File: config.mk
export PLATFORM = sky130hd
export DESIGN_NAME = rcjv_ctrl
export DESIGN_NICKNAME = d
export VERILOG_FILES = /design/src/rtl/core/rcjv_pkg.sv /design/src/rtl/core/rcjv_ctrl.sv
export SDC_FILE = /design/constraint.sdc
export NUM_CORES = 1
export LEC_CHECK = 0
export BUFFER_PORTS_ARGS = -buffer_cell sky130_fd_sc_hd__buf_2
export CAP_MARGIN = 20
export CORE_MARGIN = 5
export CORE_UTILIZATION = 32
export CTS_BUF_LIST = sky130_fd_sc_hd__clkbuf_16
export DETAILED_ROUTE_END_ITERATION = 16
export SLEW_MARGIN = 0
export SYNTH_ARGS = -nofsm -noshare
export SYNTH_HDL_FRONTEND = slang
export SYNTH_SLANG_ARGS = --single-unit
File: constraint.sdc
create_clock -name i_clk -period 7.7 [get_ports i_clk]
set_input_delay 0.77 -clock i_clk [delete_from_list [all_inputs] [get_ports i_clk]]
set_output_delay 0.77 -clock i_clk [all_outputs]
set_load 0.02 [all_outputs]
File: src/rtl/core/rcjv_pkg.sv
// Shared types, defaults and helpers for the rank correlation jackknife block.
// No dependencies.
package rcjv_pkg;

    localparam int MAX_PAIRS_DEF = 64;
    localparam int FRAC_BITS_DEF = 16;
    localparam int DATA_W        = 32;
    localparam int IDX_W         = 6;
    localparam int Q_W           = 34;

    typedef enum logic [4:0] {
        OP_NONE,
        OP_LOAD,
        OP_RK_LATCH,
        OP_RK_ACC,
        OP_RK_WR,
        OP_SUM_ACC,
        OP_DEN,
        OP_RAT_GO,
        OP_RAT_ST,
        OP_IN_LATCH,
        OP_IN_ACC,
        OP_IN_P1,
        OP_IN_P2,
        OP_IN_P3,
        OP_IN_P4,
        OP_IN_GO,
        OP_IN_ST,
        OP_IN_SQ,
        OP_VAR_GO,
        OP_VAR_ST,
        OP_OUT_LD
    } t_op;

    typedef struct packed {
        logic degen;
        logic div_done;
    } t_sts;

    function automatic int maxi(input int a, input int b);
        return (a > b) ? a : b;
    endfunction

endpackage

File: src/rtl/core/rcjv_ctrl.sv
// Sequencer: load, rank sweep, sums, ratio, influence sweep, variance, output.
// Depends on rcjv_pkg.
module rcjv_ctrl #(
    parameter int MAX_PAIRS = rcjv_pkg::MAX_PAIRS_DEF
) (
    input  logic                           i_clk,
    input  logic                           i_rst_n,
    input  logic                           i_in_valid,
    output logic                           o_in_ready,
    input  logic                           i_last,
    output logic                           o_out_valid,
    input  logic                           i_out_ready,
    input  rcjv_pkg::t_sts                 i_sts,
    output rcjv_pkg::t_op                  o_op,
    output logic [$clog2(MAX_PAIRS)-1:0]   o_raddr,
    output logic [$clog2(MAX_PAIRS)-1:0]   o_waddr,
    output logic [$clog2(MAX_PAIRS+1)-1:0] o_idx,
    output logic [$clog2(MAX_PAIRS+1)-1:0] o_n
);
    localparam int CW  = $clog2(MAX_PAIRS + 1);
    localparam int ADW = $clog2(MAX_PAIRS);

    typedef enum logic [4:0] {
        S_LOAD, S_RK_I, S_RK_L, S_RK_J, S_RK_W, S_RK_WR, S_SUM, S_SUM_W, S_DEN, S_DEN_W,
        S_RAT_GO, S_RAT_WT, S_IN_I, S_IN_L, S_IN_J, S_IN_W, S_IN_P1, S_IN_P2, S_IN_P3,
        S_IN_P4, S_IN_GO, S_IN_WT, S_IN_SQ, S_VAR_GO, S_VAR_WT, S_OUT_RD, S_OUT_LD, S_OUT_W
    } t_state;

    t_state          r_state, n_state;
    logic [CW-1:0]   r_cnt, n_cnt;
    logic [CW-1:0]   r_i, n_i;
    logic [CW-1:0]   r_j, n_j;
    logic            r_out_valid, n_out_valid;
    logic [CW-1:0]   nm1;
    logic            room;
    rcjv_pkg::t_op   op;

    always_comb begin
        nm1         = r_cnt - CW'(1);
        room        = (r_cnt < CW'(MAX_PAIRS));
        n_state     = r_state;
        n_cnt       = r_cnt;
        n_i         = r_i;
        n_j         = r_j;
        n_out_valid = r_out_valid;
        op          = rcjv_pkg::OP_NONE;
        o_raddr     = r_i[ADW-1:0];
        o_waddr     = r_i[ADW-1:0];
        case (r_state)
            S_LOAD: begin
                o_waddr = r_cnt[ADW-1:0];
                if (i_in_valid) begin
                    if (room) begin
                        op    = rcjv_pkg::OP_LOAD;
                        n_cnt = r_cnt + CW'(1);
                    end
                    if (i_last) begin
                        n_i     = '0;
                        n_state = S_RK_I;
                    end
                end
            end
            S_RK_I: n_state = S_RK_L;
            S_RK_L: begin
                op      = rcjv_pkg::OP_RK_LATCH;
                n_j     = '0;
                n_state = S_RK_J;
            end
            S_RK_J: begin
                o_raddr = r_j[ADW-1:0];
                op      = rcjv_pkg::OP_RK_ACC;
                n_j     = r_j + CW'(1);
                if (r_j == nm1) n_state = S_RK_W;
            end
            S_RK_W: n_state = S_RK_WR;
            S_RK_WR: begin
                op  = rcjv_pkg::OP_RK_WR;
                n_i = r_i + CW'(1);
                if (r_i == nm1) begin
                    n_j     = '0;
                    n_state = S_SUM;
                end else begin
                    n_state = S_RK_I;
                end
            end
            S_SUM: begin
                o_raddr = r_j[ADW-1:0];
                op      = rcjv_pkg::OP_SUM_ACC;
                n_j     = r_j + CW'(1);
                if (r_j == nm1) n_state = S_SUM_W;
            end
            S_SUM_W: n_state = S_DEN;
            S_DEN: begin
                op      = rcjv_pkg::OP_DEN;
                n_state = S_DEN_W;
            end
            S_DEN_W: begin
                n_i     = '0;
                n_state = i_sts.degen ? S_OUT_RD : S_RAT_GO;
            end
            S_RAT_GO: begin
                op      = rcjv_pkg::OP_RAT_GO;
                n_state = S_RAT_WT;
            end
            S_RAT_WT: begin
                if (i_sts.div_done) begin
                    op      = rcjv_pkg::OP_RAT_ST;
                    n_i     = '0;
                    n_state = S_IN_I;
                end
            end
            S_IN_I: n_state = S_IN_L;
            S_IN_L: begin
                op      = rcjv_pkg::OP_IN_LATCH;
                n_j     = '0;
                n_state = S_IN_J;
            end
            S_IN_J: begin
                o_raddr = r_j[ADW-1:0];
                op      = rcjv_pkg::OP_IN_ACC;
                n_j     = r_j + CW'(1);
                if (r_j == nm1) n_state = S_IN_W;
            end
            S_IN_W:  n_state = S_IN_P1;
            S_IN_P1: begin
                op      = rcjv_pkg::OP_IN_P1;
                n_state = S_IN_P2;
            end
            S_IN_P2: begin
                op      = rcjv_pkg::OP_IN_P2;
                n_state = S_IN_P3;
            end
            S_IN_P3: begin
                op      = rcjv_pkg::OP_IN_P3;
                n_state = S_IN_P4;
            end
            S_IN_P4: begin
                op      = rcjv_pkg::OP_IN_P4;
                n_state = S_IN_GO;
            end
            S_IN_GO: begin
                op      = rcjv_pkg::OP_IN_GO;
                n_state = S_IN_WT;
            end
            S_IN_WT: begin
                if (i_sts.div_done) begin
                    op      = rcjv_pkg::OP_IN_ST;
                    n_state = S_IN_SQ;
                end
            end
            S_IN_SQ: begin
                op  = rcjv_pkg::OP_IN_SQ;
                n_i = r_i + CW'(1);
                n_state = (r_i == nm1) ? S_VAR_GO : S_IN_I;
            end
            S_VAR_GO: begin
                op      = rcjv_pkg::OP_VAR_GO;
                n_state = S_VAR_WT;
            end
            S_VAR_WT: begin
                if (i_sts.div_done) begin
                    op      = rcjv_pkg::OP_VAR_ST;
                    n_i     = '0;
                    n_state = S_OUT_RD;
                end
            end
            S_OUT_RD: n_state = S_OUT_LD;
            S_OUT_LD: begin
                op          = rcjv_pkg::OP_OUT_LD;
                n_out_valid = 1'b1;
                n_state     = S_OUT_W;
            end
            S_OUT_W: begin
                if (i_out_ready) begin
                    n_out_valid = 1'b0;
                    n_i         = r_i + CW'(1);
                    if (r_i == nm1) begin
                        n_cnt   = '0;
                        n_state = S_LOAD;
                    end else begin
                        n_state = S_OUT_RD;
                    end
                end
            end
            default: n_state = S_LOAD;
        endcase
    end

    always_ff @(posedge i_clk) begin
        if (!i_rst_n) begin
            r_state     <= S_LOAD;
            r_cnt       <= '0;
            r_i         <= '0;
            r_j         <= '0;
            r_out_valid <= 1'b0;
        end else begin
            r_state     <= n_state;
            r_cnt       <= n_cnt;
            r_i         <= n_i;
            r_j         <= n_j;
            r_out_valid <= n_out_valid;
        end
    end

    assign o_in_ready  = (r_state == S_LOAD);
    assign o_out_valid = r_out_valid;
    assign o_op        = op;
    assign o_idx       = r_i;
    assign o_n         = r_cnt;

    a_valid_in_wait: assert property (@(posedge i_clk) disable iff (!i_rst_n)
        r_out_valid |-> r_state == S_OUT_W)
        else $error("result valid outside output wait");

    a_cnt_bound: assert property (@(posedge i_clk) disable iff (!i_rst_n)
        r_cnt <= CW'(MAX_PAIRS))
        else $error("pair count above capacity");

    a_last_starts: assert property (@(posedge i_clk) disable iff (!i_rst_n)
        (r_state == S_LOAD && i_in_valid && i_last) |=> (r_state == S_RK_I && r_i == '0))
        else $error("last beat did not start ranking");

    a_run_clears: assert property (@(posedge i_clk) disable iff (!i_rst_n)
        (r_state == S_OUT_W && i_out_ready && r_i == nm1) |=> (r_cnt == '0 && !r_out_valid))
        else $error("run end did not clear count");
endmodule

==> run_results.csv <==
group,metric,value,unit
critical_path,cp_common_cell,"nand2_1",
global_routing,use_met2,21.1,%
critical_path,crit_path_start_kind,"flip-flop",
drt,drc,0,
global_routing,antenna_found_initial,0,
sta,drv_slew,0,
cells_and_area,final_nets,367,
hold_path,min_path_type,"flip-flop to flip-flop",
sta,fmax,0.298,GHz
global_routing,grt_max_degree,29,
drt,ant_nets,0,
sta,rsz0062_at_grt,"false",
synthesis,synthCells,336,
sta,period_share,43.5,%
critical_path,critical_path_arrival,2.58,ns
global_routing,grt_pass1_vias,2223,
clock_tree,path_clk_slew,0.07,ns
place,postPlaceCellArea,2650,um2
global_routing,globalRouteMet3Util,2.15,%
clock_tree,clk_latency,0.27,ns
drt,drt_first_pass_iters,4,
floorplanning,start_util,33.2,%
sta,tightest_slew,0.858,ns
critical_path,path_cells,"clkinv_1 > nor2_1 > nand2_1 > nand2_1 > a21oi_1 > o21ai_0 > buf_2",
cells_and_area,drive_above_1_share,19.4,%
clock_tree,cts_tree,"done",
power_and_ir_drop,power_density,329,nW/um2
power_and_ir_drop,p_leak,1.13,nW
critical_path,crit_path_end_kind,"output pin",
synthesis,ys_types,66,
critical_path,critPathSlowestCell,"dfxtp_1",
sta,setup_viol,0,
cells_and_area,fin_area,2740,um2
drt,via_per_inst,5.47,
synthesis,synth_warnings,0,
sta,fin_crit,3.35,ns
critical_path,cp_slowest_stage_delay,0.88,ns
sta,setup_slack,4.35,ns
critical_path,cp_max_fo,24,
place,place_hpwl,5010,um
global_routing,gr-total-overflow,0,
floorplanning,dieWidth,97.3,um
floorplanning,dieArea,9460,um2
cells_and_area,fin_util,37.3,%
outcome,outcome,"complete, no violations",
critical_path,path_class,"flip-flop to output pin",
critical_path,cp_top_family,"flip-flops",
place,dp_slack,4.45,ns
power_and_ir_drop,p_total,899,uW
sta,slew_headroom,42.7,%
sta,hold_slack,0.506,ns
cells_and_area,syn2layout_area_growth,12.2,%
sta,skew,0.00728,ns
cells_and_area,fillers,772,
synthesis,avgSynthCellArea,7.25,um2
power_and_ir_drop,vdd_drop_max,0.0988,mV
floorplanning,row_count,31,
synthesis,ys_ff_latch,27,
clock_tree,numClockSinks,27,
synthesis,synth_edf_count,0,
place,dp_cells,450,
floorplanning,io_pins,40,
floorplanning,core,7330,um2
drt,detail_route.iter0.violations,199,
clock_tree,clk_path_buf_depth,2,
clock_tree,h-tree-depth,1,
clock_tree,cts_resized,0,
synthesis,seq_area_frac_synth,22.2,%
drt,finalWirelength,6870,um
synthesis,ys_async_sr_fraction,0,%
cells_and_area,antenna_cells,0,
sta,final_hold_viol_count,0,
global_routing,grt.busiest_layer,"met1",
job,cap_violations,0,
drt,vias,2483,
critical_path,critPathRequiredTime,6.93,ns
global_routing,grt_pass1_wl,11400,um
global_routing,grt.total_usage,14.1,%
clock_tree,post_cts_buffers,0,
clock_tree,hold_buffers,0,
critical_path,crit_buf_inv,2,
synthesis,synth_fp_nets,347,
synthesis,ys.flop_type,"dfxtp_1",
clock_tree,clockRootBuffer,"clkbuf_16",
global_routing,met1_usage,21.3,%
place,io_buffers,39,
cells_and_area,stdcell_count,454,
sta,fin_tns_setup,0,ns
floorplanning,die_h,97.3,um
place,gp_routability_congestion,0.845,
clock_tree,cts_made_buffers,3,
drt,wl_per_cell,15.1,um
synthesis,syn_area,2440,um2
-- area by class of cell --
type	count	area, um2	share of cell area [%]
Inverter	10	37.5	1.37
Clock buffer	3	75.1	2.74
Tap cell	99	124	4.53
Multi-Input combinational cell	274	1750	63.9
Clock inverter	1	7.51	0.274
Timing Repair Buffer	40	203	7.41
Sequential cell	27	541	19.8
-- worst paths after layout --
path                                  start     endpoint  slack, ns  cells past startpoint
worst max-delay path             r_state[0]      o_op[0]       4.35                      7
worst max register to register       o_n[0]       o_n[3]       4.41                      9
worst min-delay path            o_out_valid  o_out_valid       0.51                      2
worst min register to register  o_out_valid  o_out_valid       0.51                      2
-- tightest hold or removal path: stages (launching register included) --
cell     delay (ns)
dfxtp_1        0.34
a22oi_1        0.07
nor2_1         0.07
-- kinds of logic (layout without fill, tap and decap cells) --
kind of cell    count (synthesis)  after routing  share of synthesized area, %
xor+xnor                       29             29                          11.0
compound gates                 89             89                          24.5
mux                            11             11                          4.83
simple gates                  141            141                          29.3
fa+ha+maj                       4              4                          2.05
buf+inv                        35             54                          6.11
flops                          27             27                          22.2
-- sequential cells by signal, indices dropped and copies added (netlist names) --
signal       flops
o_idx            7
o_out_valid      1
o_n              7
r_j              7
r_state          5
-- power breakdown --
part / switching (mW) / total [mW] / internal (mW) / leakage (nW)
clock: 0.0526 / 0.123 / 0.0707 / 0.0371
sequential: 0.0773 / 0.236 / 0.159 / 0.219
combinational: 0.330 / 0.540 / 0.210 / 0.870
-- placed cells by master, fill, tap and decap left out, drive strengths merged, types with 3 or more instances in the layout --
cell,netlist,final
nor2,43,43
nand2,40,40
buf,10,40
dfxtp,27,27
o21ai,26,26
a21oi,23,23
xnor2,17,17
nand3,12,12
xor2,11,11
inv,8,8
a31oi,8,8
nand2b,7,7
mux2,6,6
nand4,6,6
nor3,6,6
nor2b,5,5
a211oi,5,5
mux2i,5,5
ha,4,4
and3,4,4
and2,4,4
o21a,3,3
or3,3,3
clkbuf,15,3
a21o,3,3
-- synthesized netlist by cell type, types with 6 or more instances --
cell	instances	area, um2
xnor2_1	17	149
mux2_2	6	67.6
nand2_1	40	150
nor2_1	42	158
xor2_1	11	96.3
nand2b_1	7	43.8
a21oi_1	23	115
o21ai_0	23	115
inv_1	8	30.0
a31oi_1	8	50.1
clkbuf_1	15	56.3
nand4_1	6	37.5
dfxtp_1	27	541
nand3_1	12	60.1
-- per-layer routing --
metal	routed length (um)	vias to the layer above
met5	0	-
met4	56	0
met3	340	4
met2	3170	74
met1	3310	1177
li1	-	1228
Note: power is estimated with default switching activity, not from simulation.
